===== src/rtl/rsd_pkg.sv =====
// Shared types and constants for the signed restoring divider.
`timescale 1ns / 1ps
package rsd_pkg;

  localparam int DW = 32;

  typedef struct packed {
    logic signed [DW-1:0] dividend;
    logic signed [DW-1:0] divisor;
  } div_in_t;

  typedef struct packed {
    logic signed [DW-1:0] quotient;
    logic signed [DW-1:0] remainder;
    logic                 divide_by_zero;
  } div_out_t;

  // One word in flight through the cell row.
  // nq holds the dividend bits not yet consumed at the top and the
  // quotient bits built so far at the bottom.
  typedef struct packed {
    logic [DW-1:0] acc;
    logic [DW-1:0] nq;
    logic [DW-1:0] dv;
    logic          neg_a;
    logic          neg_b;
    logic          dbz;
  } stage_t;

  localparam logic [DW-1:0] Q_MAX = {1'b0, {(DW-1){1'b1}}};

endpackage


===== src/rtl/rsd_prep.sv =====
// Front stage: takes operand magnitudes and signs and registers them.
`timescale 1ns / 1ps
module rsd_prep import rsd_pkg::*; (
  input  logic    clk,
  input  logic    rst,
  input  logic    up_valid,
  output logic    up_ready,
  input  div_in_t up,
  output logic    dn_valid,
  input  logic    dn_ready,
  output stage_t  dn
);

  stage_t dn_next;
  logic   a_neg, b_neg;

  assign a_neg    = up.dividend[DW-1];
  assign b_neg    = up.divisor[DW-1];
  assign up_ready = !dn_valid || dn_ready;

  always_comb begin
    dn_next.acc   = '0;
    dn_next.nq    = a_neg ? DW'(-up.dividend) : DW'(up.dividend);
    dn_next.dv    = b_neg ? DW'(-up.divisor) : DW'(up.divisor);
    dn_next.neg_a = a_neg;
    dn_next.neg_b = b_neg;
    dn_next.dbz   = (up.divisor == '0);
  end

  always_ff @(posedge clk) begin
    if (rst) begin
      dn_valid <= 1'b0;
    end else if (up_ready) begin
      dn_valid <= up_valid;
    end
  end

  always_ff @(posedge clk) begin
    if (up_ready && up_valid) begin
      dn <= dn_next;
    end
  end

endmodule


===== config.mk =====
export PLATFORM = sky130hd
export DESIGN_NAME = rsd_prep
export DESIGN_NICKNAME = d
export VERILOG_FILES = /design/src/rtl/rsd_pkg.sv /design/src/rtl/rsd_prep.sv
export SDC_FILE = /design/constraint.sdc
export NUM_CORES = 1
export LEC_CHECK = 0
export ABC_AREA = 1
export BUFFER_PORTS_ARGS = -buffer_cell sky130_fd_sc_hd__buf_4
export CAP_MARGIN = 5
export CELL_PAD_IN_SITES_DETAIL_PLACEMENT = 0
export CELL_PAD_IN_SITES_GLOBAL_PLACEMENT = 2
export CORE_UTILIZATION = 29
export CTS_CLUSTER_DIAMETER = 30
export DETAILED_ROUTE_END_ITERATION = 8
export PLACE_DENSITY_LB_ADDON = 0.1
export SYNTH_ARGS = -nofsm -noshare
export SYNTH_HDL_FRONTEND = slang
export SYNTH_SLANG_ARGS = --single-unit

===== constraint.sdc =====
create_clock -name clk -period 12.2 [get_ports clk]
set_input_delay 1.83 -clock clk [delete_from_list [all_inputs] [get_ports clk]]
set_output_delay 1.83 -clock clk [all_outputs]
set_load 0.03 [all_outputs]

-- Yosys cells after proc, flatten, opt, wreduce, memory -nomap -nowiden
Cells that the tools add are included.
- register bits: 68
- latch bits: 0
- bits in writable memories: 0
- memory bits (read-only): 0
- bits of input ports: 68
- output and inout bits: 101
- word-level logic and storage cells: 16
- memories kept: 0
- add/sub/neg operators: 2
- multiply operators: 0
- divide/modulo/power cells: 0
- $lt $le $gt $ge: 0
- eq/ne operators: 0
- shifts and indexed selects: 0
- muxes and demuxes: 2
- bitwise operators: 0
- reductions and logical operators: 4
- operator list (kind ; count):
    32-bit negator ; 2
    31-bit 2-to-1 mux ; 2
    32-bit logical NOT ; 1
    1-bit logical AND ; 1
    1-bit logical NOT ; 1
    1-bit logical OR ; 1

-- Depth between registers and ports, before layout
Gate-level depths: netlist (run 1).
- word-level depth: 3
- mapped depth: 9
- depth with buffers taken out: 9

-- Worst setup path before layout (run 1)
No wires, ideal clock.
- kind: in2reg
- start point: input port up_valid
- end point: register dn[0] in the netlist's numbering, enable pin
- library setup time: 0.514 ns
- arrival: 5.122 ns
- data required time: 11.686 ns
- setup slack: 6.564 ns
- cell stages on the path: 2
- cell sequence: inv_1 > a21oi_1
- word-level cells in the longest chain between the ends: 1
- RTL lines (item ; RTL line ; RTL):
    start: declaration ; rsd_prep.sv:6 ; input logic up_valid,
    1-bit logical AND ; rsd_prep.sv:39 ; if (up_ready && up_valid) begin
    end signal: assignment ; rsd_prep.sv:40 ; dn <= dn_next;
    end: declaration ; rsd_prep.sv:11 ; output stage_t dn
No other way between the ends.
A chain may end at the register's enable or synchronous reset.

-- Worst setup path in the final report (run 1)
- start point: input port dn_ready
- end point: output port up_ready
- word-level cells in the longest chain between the ends: 1
- RTL lines (item ; RTL line ; RTL):
    start: declaration ; rsd_prep.sv:10 ; input logic dn_ready,
    1-bit logical OR ; rsd_prep.sv:19 ; assign up_ready = !dn_valid || dn_ready;
    end: declaration ; rsd_prep.sv:7 ; output logic up_ready,
No other way between the ends.

==> results of run 1 <==
## critical path: stages
cell and delay [ns]:
sky130_fd_sc_hd__buf_4 0.11, sky130_fd_sc_hd__inv_1 0.10, sky130_fd_sc_hd__nand2_1 0.08, sky130_fd_sc_hd__buf_4 0.17
## per-stage QoR
step	cells	util
CTS	878	0.397
global route	878	0.397
global placement	862	0.374
detailed placement	862	0.374
floorplan	579	-
finish	878	0.397
## power by group
group	internal, W	switching (W)
sequential	0.000280	0.00000480
combinational	0.0000542	0.000105
clock	0.000200	0.000102
total	0.000534	0.000211
## flip-flops by register name, indices dropped and copies added, names as in the netlist
signal	flops
dn	67
dn_valid	1
## layout make-up
class,count,share of cell area
Clock buffer,10,0.0395
Sequential cell,68,0.350
Tap cell,184,0.0397
Timing Repair Buffer,137,0.177
Multi-Input combinational cell,427,0.344
Clock inverter,6,0.0194
Inverter,46,0.0298
## worst paths after layout
path | startpoint | end | slack, ns | depth (start not counted)
min | dn_valid$_SDFFE_PP0N_ | dn_valid$_SDFFE_PP0N_ | 0.54 | 2
min reg2reg | dn_valid$_SDFFE_PP0N_ | dn_valid$_SDFFE_PP0N_ | 0.54 | 2
max | dn_ready | up_ready | 8.09 | 4
max reg2reg | dn_valid$_SDFFE_PP0N_ | dn[28]$_DFFE_PP_ | 10.62 | 2
## placed cells by master (no fill, tap or decap), drive strengths merged
cell,synthesis,routed
xor2,9,9
nand3,33,33
o21bai,1,1
nand3b,4,4
nand2,197,197
buf,38,137
dfxtp,1,1
conb,1,32
bufinv,0,3
o21ai,14,14
edfxtp,67,67
xnor2,20,20
o31ai,1,1
clkbuf,0,10
nand4,2,2
inv,46,46
clkinv,0,3
nor2,104,104
ha,4,4
nor3,3,3
a21oi,3,3
## cell families (layout without fill, tap and decap cells)
family | count (synthesis) | count (layout) | share of synthesized area
flops | 68 | 68 | 0.467
buf+inv | 84 | 199 | 0.104
xor+xnor | 29 | 29 | 0.0584
compound gates | 19 | 19 | 0.0256
fa+ha+maj | 4 | 4 | 0.0115
simple gates | 343 | 343 | 0.332
other cells | 1 | 32 | 0.000862
## layer usage
metal | share of wire | vias to the layer above
met1 | 0.41 | 1691
met5 | 0 | -
met2 | 0.52 | 99
met4 | 0.013 | 0
li1 | - | 1962
met3 | 0.052 | 11
==> impl_metrics.prom, run 1 <==
# TYPE chip_impl_metric gauge
chip_impl_info{name="status",value="finished clean"} 1
chip_impl_metric{name="initial_core_utilization",unit=""} 0.298
chip_impl_info{name="synth_ff_type",value="sky130_fd_sc_hd__edfxtp_1"} 1
chip_impl_metric{name="period_needed",unit="ns"} 4.11
chip_impl_metric{name="nets",unit=""} 761
chip_impl_metric{name="synthesis.area",unit="um^2"} 4350
chip_impl_metric{name="layout_worst_path_cycle_share",unit=""} 0.337
chip_impl_metric{name="postCtsSetupBuffers",unit=""} 0
chip_impl_metric{name="timing.final.max_slew_violations",unit=""} 0
chip_impl_metric{name="postCtsHoldBufs",unit=""} 0
chip_impl_info{name="post_synth_main_area_contributors",value="sky130_fd_sc_hd__edfxtp_1 46%, sky130_fd_sc_hd__nand2_1 16%, sky130_fd_sc_hd__nor2_1 7.8%"} 1
chip_impl_metric{name="wl",unit="um"} 11700
chip_impl_metric{name="detail_route.first_pass.iterations",unit=""} 4
chip_impl_metric{name="cts_repair_resize_count",unit=""} 0
chip_impl_metric{name="synth.distinct_cells",unit=""} 26
chip_impl_metric{name="power.density",unit="nW/um^2"} 129
chip_impl_metric{name="grt_pass1_wl",unit="um"} 18300
chip_impl_info{name="tritoncts",value="yes"} 1
chip_impl_metric{name="ios",unit=""} 169
chip_impl_metric{name="clk_path_buf_depth",unit=""} 2
chip_impl_metric{name="cts-buffers-inserted",unit=""} 9
chip_impl_metric{name="drt_first_iter_violations",unit=""} 159
chip_impl_metric{name="yosys.area.top_type_share",unit=""} 0.462
chip_impl_metric{name="place_area",unit="um^2"} 5460
chip_impl_metric{name="worstMarginPinSlew",unit="ns"} 0.871
chip_impl_metric{name="fin_worst_skew",unit="ns"} 0.00372
chip_impl_metric{name="grt_util_met1",unit=""} 0.167
chip_impl_metric{name="place_ws",unit="ns"} 8.08
chip_impl_metric{name="timing.final.ws_setup",unit="ns"} 8.09
chip_impl_metric{name="final-hold-violation-count",unit=""} 0
chip_impl_metric{name="place.detailed.hpwl",unit="um"} 9230
chip_impl_metric{name="timing.max_slew.rel_slack",unit=""} 0.420
chip_impl_metric{name="grt_overflow_total",unit=""} 0
chip_impl_metric{name="whs",unit="ns"} 0.543
chip_impl_metric{name="share_of_layout_cells_above_drive_strength_1",unit=""} 0.264
chip_impl_info{name="cts_root_buf",value="sky130_fd_sc_hd__clkbuf_16"} 1
chip_impl_metric{name="drt_drc_violations_left",unit=""} 0
chip_impl_metric{name="arrival",unit="ns"} 2.28
chip_impl_metric{name="filler_cell_count",unit=""} 1528
chip_impl_metric{name="fp.dieArea",unit="um^2"} 15500
chip_impl_metric{name="yosysWarnings",unit=""} 0
chip_impl_metric{name="cap_violations",unit=""} 0
chip_impl_info{name="grt.busiest_layer",value="met2"} 1
chip_impl_metric{name="grt_use_met3",unit=""} 0.0507
chip_impl_metric{name="numClockSinks",unit=""} 68
chip_impl_info{name="crit_path_end_kind",value="output pin"} 1
chip_impl_metric{name="ys_seq_area_frac",unit=""} 0.467
chip_impl_metric{name="grt_start_max_net_pins",unit=""} 68
chip_impl_metric{name="max-vdd-ir-drop",unit="mV"} 0.0638
chip_impl_info{name="timing.setup.critical_path_class",value="in2out"} 1
chip_impl_metric{name="multi_input_area",unit="um^2"} 1990
chip_impl_metric{name="synth_async_sr_flop_share",unit=""} 0
chip_impl_metric{name="die_h",unit="um"} 124
chip_impl_metric{name="finalSetupViolations",unit=""} 0
chip_impl_metric{name="worstSkewPairLatency",unit="ns"} 0.34
chip_impl_metric{name="finalWeightedCongestion",unit=""} 0.793
chip_impl_metric{name="worst_setup_hold_path_clk_slew",unit="ns"} 0.06
chip_impl_metric{name="avgRoutedWirePerCell",unit="um"} 13.3
chip_impl_metric{name="finalPower",unit="W"} 0.000745
chip_impl_metric{name="floorplan.die.width",unit="um"} 124
chip_impl_metric{name="fmaxAchievable",unit="MHz"} 243
chip_impl_metric{name="critPathMaxFanout",unit=""} 2
chip_impl_metric{name="antenna_diodes",unit=""} 0
chip_impl_metric{name="globalRouteMet2Util",unit=""} 0.280
chip_impl_info{name="synthMostInstantiatedCell",value="sky130_fd_sc_hd__nand2_1"} 1
chip_impl_metric{name="grt_antenna_before_repair",unit=""} 0
chip_impl_info{name="synth.cells.most_frequent",value="191 x sky130_fd_sc_hd__nand2_1, 90 x sky130_fd_sc_hd__nor2_1, 67 x sky130_fd_sc_hd__edfxtp_1, 39 x sky130_fd_sc_hd__inv_1, 36 x sky130_fd_sc_hd__buf_4"} 1
chip_impl_metric{name="via_count",unit=""} 3763
chip_impl_metric{name="syn2layout_area_growth",unit="%"} 33.3
chip_impl_info{name="worst_hold_path_type",value="reg2reg"} 1
chip_impl_info{name="sort_of_element_at_the_start_of_the_critical_path",value="input pin"} 1
chip_impl_metric{name="synthCells",unit=""} 548
chip_impl_info{name="yosys.area.top_type",value="sky130_fd_sc_hd__edfxtp_1"} 1
chip_impl_metric{name="setup_tns",unit="ns"} 0
chip_impl_metric{name="static-leakage-power",unit="nW"} 2.62
chip_impl_metric{name="critPathRequiredTime",unit="ns"} 10.37
chip_impl_metric{name="num_rows",unit=""} 44
chip_impl_metric{name="synth_seq_cells",unit=""} 68
chip_impl_info{name="unrepaired_setup_endpoints_after_global_routing",value="false"} 1
chip_impl_metric{name="final-seq-area",unit="um^2"} 2030
chip_impl_metric{name="synth_edf_count",unit=""} 67
chip_impl_metric{name="post_syn_area_per_cell",unit="um^2"} 7.94
chip_impl_metric{name="finish.instance_area",unit="um^2"} 5800
chip_impl_metric{name="htree_levels",unit=""} 3
chip_impl_metric{name="total_global_routing_track_utilization",unit=""} 0.154
chip_impl_metric{name="vias_per_cell",unit=""} 4.29
chip_impl_metric{name="detail-route-antenna-nets",unit=""} 0
chip_impl_metric{name="number_of_global_route_vias_before_repair",unit=""} 3666
chip_impl_metric{name="core",unit="um^2"} 14600
chip_impl_metric{name="buffers_added_on_ports",unit=""} 136
Power figures use the tool's default switching activity.
==> run 2, diff against run 1 <==
--- a/config.mk
+++ b/config.mk
@@ -10,7 +10,7 @@
 export CAP_MARGIN = 5
 export CELL_PAD_IN_SITES_DETAIL_PLACEMENT = 0
 export CELL_PAD_IN_SITES_GLOBAL_PLACEMENT = 2
-export CORE_UTILIZATION = 29
+export CORE_UTILIZATION = 27
 export CTS_CLUSTER_DIAMETER = 30
 export DETAILED_ROUTE_END_ITERATION = 8
 export PLACE_DENSITY_LB_ADDON = 0.1
==> constraint.sdc (replaced) <==
create_clock -name clk -period 4.2 [get_ports clk]
set_input_delay 0.63 -clock clk [delete_from_list [all_inputs] [get_ports clk]]
set_output_delay 0.63 -clock clk [all_outputs]
set_load 0.03 [all_outputs]
==> run 2 against run 1 <==
- critical endpoint unchanged
- clock power increased by 120%
- largest power group is now sequential cells
- clock skew increased by 0.0027 ns
- utilization decreased by 3.5 points
- highest routed layer unchanged
==> impl_metrics.prom, run 2 (synthesized netlist as in run 1, its figures left out) <==
# TYPE chip_impl_metric gauge
chip_impl_metric{name="wl",unit="um"} 12400
chip_impl_metric{name="power.density",unit="nW/um^2"} 341
chip_impl_metric{name="timing.max_slew.rel_slack",unit=""} 0.399
chip_impl_metric{name="ios",unit=""} 169
chip_impl_metric{name="total_global_routing_track_utilization",unit=""} 0.156
chip_impl_metric{name="avgRoutedWirePerCell",unit="um"} 13.6
chip_impl_info{name="crit_path_end_kind",value="output pin"} 1
chip_impl_metric{name="grt_antenna_before_repair",unit=""} 0
chip_impl_metric{name="multi_input_area",unit="um^2"} 1990
chip_impl_info{name="unrepaired_setup_endpoints_after_global_routing",value="false"} 1
chip_impl_info{name="timing.rr.end",value="dn[27]$_DFFE_PP_"} 1
chip_impl_info{name="cpMostUsedCell",value="sky130_fd_sc_hd__buf_4"} 1
chip_impl_metric{name="arrival",unit="ns"} 1.10
chip_impl_metric{name="detail-route-antenna-nets",unit=""} 0
chip_impl_metric{name="syn2layout_area_growth",unit="%"} 32.0
chip_impl_metric{name="number_of_global_route_vias_before_repair",unit=""} 3702
chip_impl_metric{name="clk_path_buf_depth",unit=""} 2
chip_impl_metric{name="final-instance-count-excl-fill",unit=""} 908
chip_impl_info{name="timing.setup.critical_path_class",value="in2out"} 1
chip_impl_metric{name="htree_levels",unit=""} 3
chip_impl_metric{name="drt_first_iter_violations",unit=""} 104
chip_impl_metric{name="critPathRequiredTime",unit="ns"} 3.57
chip_impl_info{name="worstHoldEndpoint",value="dn_valid$_SDFFE_PP0N_"} 1
chip_impl_metric{name="floorplan.die.width",unit="um"} 129
chip_impl_metric{name="initial_core_utilization",unit=""} 0.275
chip_impl_metric{name="share_of_layout_cells_above_drive_strength_1",unit=""} 0.260
chip_impl_metric{name="finalWeightedCongestion",unit=""} 0.830
chip_impl_metric{name="cts-buffers-inserted",unit=""} 9
chip_impl_metric{name="final-seq-area",unit="um^2"} 2030
chip_impl_info{name="sort_of_element_at_the_start_of_the_critical_path",value="input pin"} 1
chip_impl_metric{name="worstMarginPinSlew",unit="ns"} 0.902
chip_impl_metric{name="postCtsHoldBufs",unit=""} 0
chip_impl_metric{name="crit_path_max_incr_delay",unit="ns"} 0.17
chip_impl_metric{name="max-vdd-ir-drop",unit="mV"} 0.166
chip_impl_metric{name="fmaxAchievable",unit="MHz"} 578
chip_impl_metric{name="grt_pass1_wl",unit="um"} 19100
chip_impl_metric{name="buffers_added_on_ports",unit=""} 136
chip_impl_info{name="status",value="finished clean"} 1
chip_impl_metric{name="dp_cells",unit=""} 894
chip_impl_metric{name="place.detailed.hpwl",unit="um"} 9820
chip_impl_info{name="cts_root_buf",value="sky130_fd_sc_hd__clkbuf_16"} 1
chip_impl_metric{name="grt_start_max_net_pins",unit=""} 68
chip_impl_metric{name="whs",unit="ns"} 0.441
chip_impl_metric{name="grt_overflow_total",unit=""} 0
chip_impl_metric{name="postCtsSetupBuffers",unit=""} 0
chip_impl_info{name="max_flop_register",value="dn"} 1
chip_impl_metric{name="filler_cell_count",unit=""} 1693
chip_impl_info{name="tritoncts",value="yes"} 1
chip_impl_info{name="min_from",value="rst"} 1
chip_impl_metric{name="detail_route.first_pass.iterations",unit=""} 4
chip_impl_info{name="worst_hold_path_type",value="in2reg"} 1
chip_impl_metric{name="fin_worst_skew",unit="ns"} 0.00641
chip_impl_info{name="timing.rr.start",value="dn_valid$_SDFFE_PP0N_"} 1
chip_impl_info{name="crit_path_cell_trace",value="buf_4 -> inv_1 -> nand2_1 -> buf_4"} 1
chip_impl_metric{name="period_needed",unit="ns"} 1.73
chip_impl_info{name="worstSetupStartpoint",value="dn_ready"} 1
chip_impl_metric{name="cts_repair_resize_count",unit=""} 0
chip_impl_metric{name="vias_per_cell",unit=""} 4.16
chip_impl_metric{name="final-hold-violation-count",unit=""} 0
chip_impl_metric{name="number_of_flip_flops_in_the_largest_register",unit=""} 67
chip_impl_metric{name="fp.dieArea",unit="um^2"} 16600
chip_impl_metric{name="antenna_diodes",unit=""} 0
chip_impl_metric{name="nets",unit=""} 761
chip_impl_info{name="mostFrequentLayoutCell",value="sky130_fd_sc_hd__nand2_1"} 1
chip_impl_metric{name="drt_drc_violations_left",unit=""} 0
chip_impl_info{name="leading_cell_types_in_the_layout_fill_and_taps_excluded",value="191 x sky130_fd_sc_hd__nand2_1, 137 x sky130_fd_sc_hd__buf_4, 90 x sky130_fd_sc_hd__nor2_1"} 1
chip_impl_metric{name="static-leakage-power",unit="nW"} 2.58
chip_impl_metric{name="core",unit="um^2"} 15800
chip_impl_metric{name="cap_violations",unit=""} 0
chip_impl_info{name="reg.largest.list",value="dn (67), dn_valid (1)"} 1
chip_impl_info{name="critPathSlowestCell",value="sky130_fd_sc_hd__buf_4"} 1
chip_impl_metric{name="via_count",unit=""} 3778
chip_impl_metric{name="r2r_slack",unit="ns"} 2.58
chip_impl_metric{name="finalSetupViolations",unit=""} 0
chip_impl_metric{name="whs_path_depth",unit=""} 2
chip_impl_metric{name="die_h",unit="um"} 129
chip_impl_metric{name="numClockSinks",unit=""} 68
chip_impl_metric{name="timing.final.max_slew_violations",unit=""} 0
chip_impl_metric{name="worstSkewPairLatency",unit="ns"} 0.34
chip_impl_metric{name="rr_worst_depth",unit=""} 2
chip_impl_metric{name="layout_worst_path_cycle_share",unit=""} 0.412
chip_impl_metric{name="worst_setup_hold_path_clk_slew",unit="ns"} 0.06
chip_impl_metric{name="critPathMaxFanout",unit=""} 2
chip_impl_metric{name="setup_tns",unit="ns"} 0
chip_impl_metric{name="num_rows",unit=""} 46
[run 2: final cells by class]
type	instances	area share
Sequential cell	68	0.354
Inverter	46	0.0301
Multi-Input combinational cell	427	0.347
Clock buffer	10	0.0399
Timing Repair Buffer	137	0.179
Tap cell	216	0.0470
Clock inverter	4	0.00327
[run 2: stage by stage]
| step | total power, W | util | cell area (um^2) | setup slack (ns) |
|---|---|---|---|---|
| CTS | 0.00199 | 0.363 | 5740 | 2.47 |
| global route | 0.00206 | 0.363 | 5740 | 2.41 |
| finish | 0.00196 | 0.363 | 5740 | 2.47 |
| floorplan | 0.00115 | - | 4470 | 1.13 |
| detailed placement | 0.00131 | 0.347 | 5500 | 2.14 |
| global placement | 0.00131 | 0.347 | 5500 | 2.18 |
[run 2: worst max-delay path by stage]
stage | cells after the start | to | slack [ns]
after floorplan | 2 | dn[0]$_DFFE_PP_ | 1.13
after global placement | 4 | dn[59]$_DFFE_PP_ | 2.18
after detailed placement | 4 | dn[59]$_DFFE_PP_ | 2.14
after CTS | 4 | up_ready | 2.47
after global routing | 4 | dn[28]$_DFFE_PP_ | 2.41
final | 4 | up_ready | 2.47
[run 2: metal layers]
| layer | share of wire | routed length [um] | GRT usage |
|---|---|---|---|
| met3 | 0.039 | 484 | 0.0279 |
| met1 | 0.42 | 5200 | 0.175 |
| met5 | 0 | 0 | 0 |
| met4 | 0.028 | 347 | 0.0796 |
| met2 | 0.51 | 6340 | 0.282 |
[run 2: critical path, delay by kind of cell]
family	cells	cell delay, ns
AND/OR/NAND/NOR	1	0.09
buffers and inverters	3	0.38
[run 2: power breakdown]
group          switching (W)  internal (W)  total, W  leakage, nW
sequential         0.0000162      0.000813  0.000830        0.660
clock               0.000276      0.000387  0.000664        0.125
combinational       0.000306      0.000157  0.000463         1.79
==> run 3, diff against run 2 <==
==> constraint.sdc (replaced) <==
create_clock -name clk -period 1.79 [get_ports clk]
set_input_delay 0.2685 -clock clk [delete_from_list [all_inputs] [get_ports clk]]
set_output_delay 0.2685 -clock clk [all_outputs]
set_load 0.03 [all_outputs]
==> run 3 against run 2 <==
- clock skew down 0.00060 ns
- combinational power up 140%
- flip-flop and latch count unchanged
- die area unchanged
- non-clock buffer count up 2
- design area up 1.7%
- total power rose to 2.5 times the previous value
- final cell count up 0.44%
- register-to-register slack worse by 2.0 ns
- sequential power up 130%
- largest cell class unchanged
- largest power group unchanged
==> impl_metrics.prom, run 3 (synthesized netlist as in run 1, its figures left out) <==
# TYPE chip_impl_metric gauge
chip_impl_metric{name="place_ws",unit="ns"} 0.158
chip_impl_metric{name="cap_violations",unit=""} 0
chip_impl_metric{name="syn2layout_area_growth",unit="%"} 34.3
chip_impl_info{name="min_from",value="rst"} 1
chip_impl_metric{name="num_rows",unit=""} 46
chip_impl_metric{name="dp_cells",unit=""} 896
chip_impl_metric{name="initial_core_utilization",unit=""} 0.275
chip_impl_metric{name="total_global_routing_track_utilization",unit=""} 0.153
chip_impl_metric{name="timing.final.max_slew_violations",unit=""} 0
chip_impl_info{name="mostFrequentLayoutCell",value="sky130_fd_sc_hd__nand2_1"} 1
chip_impl_metric{name="final-instance-count-excl-fill",unit=""} 912
chip_impl_metric{name="postCtsHoldBufs",unit=""} 0
chip_impl_metric{name="number_of_flip_flops_in_the_largest_register",unit=""} 67
chip_impl_metric{name="die_h",unit="um"} 129
chip_impl_metric{name="grt_pass1_wl",unit="um"} 18700
chip_impl_metric{name="final-seq-area",unit="um^2"} 2040
chip_impl_metric{name="timing.final.ws_setup",unit="ns"} 0.523
chip_impl_info{name="worstSetupStartpoint",value="up[33]"} 1
chip_impl_metric{name="drt_drc_violations_left",unit=""} 0
chip_impl_metric{name="static-leakage-power",unit="nW"} 2.62
chip_impl_metric{name="layout_worst_path_cycle_share",unit=""} 0.708
chip_impl_info{name="worst_hold_path_type",value="in2reg"} 1
chip_impl_info{name="unrepaired_setup_endpoints_after_global_routing",value="false"} 1
chip_impl_metric{name="globalRouteMet2Util",unit=""} 0.281
chip_impl_metric{name="whs_path_depth",unit=""} 2
chip_impl_info{name="tritoncts",value="yes"} 1
chip_impl_metric{name="final-hold-violation-count",unit=""} 0
chip_impl_metric{name="detail-route-antenna-nets",unit=""} 0
chip_impl_metric{name="floorplan.die.width",unit="um"} 129
chip_impl_metric{name="fp.dieArea",unit="um^2"} 16600
chip_impl_info{name="cts_root_buf",value="sky130_fd_sc_hd__clkbuf_16"} 1
chip_impl_metric{name="fmaxAchievable",unit="MHz"} 790
chip_impl_metric{name="htree_levels",unit=""} 3
chip_impl_metric{name="avgRoutedWirePerCell",unit="um"} 13.4
chip_impl_metric{name="grt_overflow_total",unit=""} 0
chip_impl_metric{name="clk_path_buf_depth",unit=""} 2
chip_impl_metric{name="detail_route.first_pass.iterations",unit=""} 4
chip_impl_metric{name="antenna_diodes",unit=""} 0
chip_impl_metric{name="finalSetupViolations",unit=""} 0
chip_impl_info{name="sort_of_element_at_the_start_of_the_critical_path",value="input pin"} 1
chip_impl_metric{name="core",unit="um^2"} 15800
chip_impl_metric{name="filler_cell_count",unit=""} 1676
chip_impl_metric{name="grt_use_met3",unit=""} 0.0308
chip_impl_metric{name="power.density",unit="nW/um^2"} 848
chip_impl_info{name="timing.rr.start",value="dn_valid$_SDFFE_PP0N_"} 1
chip_impl_metric{name="ios",unit=""} 169
chip_impl_metric{name="grt_start_max_net_pins",unit=""} 68
chip_impl_metric{name="buffers_added_on_ports",unit=""} 136
chip_impl_info{name="leading_cell_types_in_the_layout_fill_and_taps_excluded",value="191 x sky130_fd_sc_hd__nand2_1, 138 x sky130_fd_sc_hd__buf_4, 90 x sky130_fd_sc_hd__nor2_1"} 1
chip_impl_metric{name="cts_repair_resize_count",unit=""} 0
chip_impl_metric{name="vias_per_cell",unit=""} 4.14
chip_impl_metric{name="worstSkewPairLatency",unit="ns"} 0.34
chip_impl_info{name="crit_path_end_kind",value="flop"} 1
chip_impl_metric{name="share_of_layout_cells_above_drive_strength_1",unit=""} 0.269
chip_impl_metric{name="finalWeightedCongestion",unit=""} 0.796
chip_impl_metric{name="place.detailed.hpwl",unit="um"} 9740
chip_impl_metric{name="critPathRequiredTime",unit="ns"} 1.88
chip_impl_metric{name="critPathMaxFanout",unit=""} 5
chip_impl_metric{name="grt_antenna_before_repair",unit=""} 0
chip_impl_metric{name="layout.core_utilization",unit=""} 0.369
chip_impl_metric{name="max-vdd-ir-drop",unit="mV"} 0.416
chip_impl_metric{name="via_count",unit=""} 3779
chip_impl_info{name="reg.largest.list",value="dn (67), dn_valid (1)"} 1
chip_impl_info{name="status",value="finished clean"} 1
chip_impl_metric{name="numClockSinks",unit=""} 68
chip_impl_metric{name="multi_input_area",unit="um^2"} 1990
chip_impl_metric{name="arrival",unit="ns"} 1.36
chip_impl_info{name="grt.busiest_layer",value="met2"} 1
chip_impl_metric{name="cts-buffers-inserted",unit=""} 9
chip_impl_metric{name="nets",unit=""} 763
chip_impl_metric{name="fin_worst_skew",unit="ns"} 0.00581
chip_impl_metric{name="drt_first_iter_violations",unit=""} 187
chip_impl_metric{name="number_of_global_route_vias_before_repair",unit=""} 3592
chip_impl_info{name="timing.setup.critical_path_class",value="in2reg"} 1
chip_impl_metric{name="wl",unit="um"} 12200
chip_impl_info{name="max_flop_register",value="dn"} 1
chip_impl_metric{name="rr_worst_depth",unit=""} 2
chip_impl_metric{name="grt_util_met1",unit=""} 0.170
chip_impl_metric{name="period_needed",unit="ns"} 1.27
chip_impl_metric{name="postCtsSetupBuffers",unit=""} 0
chip_impl_metric{name="worst_setup_hold_path_clk_slew",unit="ns"} 0.06
chip_impl_metric{name="setup_tns",unit="ns"} 0
==> run 3: area by class of cell <==
class | instances | share of cell area
Sequential cell | 68 | 0.348
Multi-Input combinational cell | 427 | 0.341
Timing Repair Buffer | 139 | 0.181
Tap cell | 216 | 0.0462
Clock buffer | 9 | 0.0385
Inverter | 46 | 0.0295
Clock inverter | 7 | 0.0156
==> run 3: per-stage QoR <==
stage | hold WS (ns) | instance area (um^2) | total power (W)
final | 0.0658 | 5840 | 0.00495
after CTS | 0.0456 | 5840 | 0.00505
after detailed placement | 0.418 | 5530 | 0.00308
after floorplan | 0.328 | 4480 | 0.00269
after global placement | 0.414 | 5530 | 0.00308
after global routing | 0.0589 | 5840 | 0.00520
==> run 3: path summary, 6_finish.rpt <==
path | end | slack, ns
max | dn[59]$_DFFE_PP_ | 0.52
min | dn_valid$_SDFFE_PP0N_ | 0.07
max reg2reg | dn[53]$_DFFE_PP_ | 0.57
min reg2reg | dn_valid$_SDFFE_PP0N_ | 0.53
==> run 3: power breakdown <==
group | switching (W) | total [W] | internal [W]
Clock | 0.000708 | 0.00192 | 0.00121
Combinational | 0.000715 | 0.00109 | 0.000376
Sequential | 0.0000355 | 0.00194 | 0.00191
Total | 0.00146 | 0.00495 | 0.00350
==> run 3: worst max-delay path: stages <==
cell and delay (ns):
sky130_fd_sc_hd__buf_4 0.11, sky130_fd_sc_hd__inv_1 0.08, sky130_fd_sc_hd__ha_1 0.16, sky130_fd_sc_hd__inv_2 0.04
sky130_fd_sc_hd__o21ai_2 0.17, sky130_fd_sc_hd__nand2_2 0.17, sky130_fd_sc_hd__nor2_4 0.18, sky130_fd_sc_hd__nand2_1 0.06
sky130_fd_sc_hd__nand2_1 0.06, sky130_fd_sc_hd__nand2_1 0.05
==> run 3: per-layer routing <==
metal,vias up,share of wire
li1,1974,-
met5,-,0
met1,1691,0.41
met2,102,0.53
met3,12,0.048
met4,0,0.017
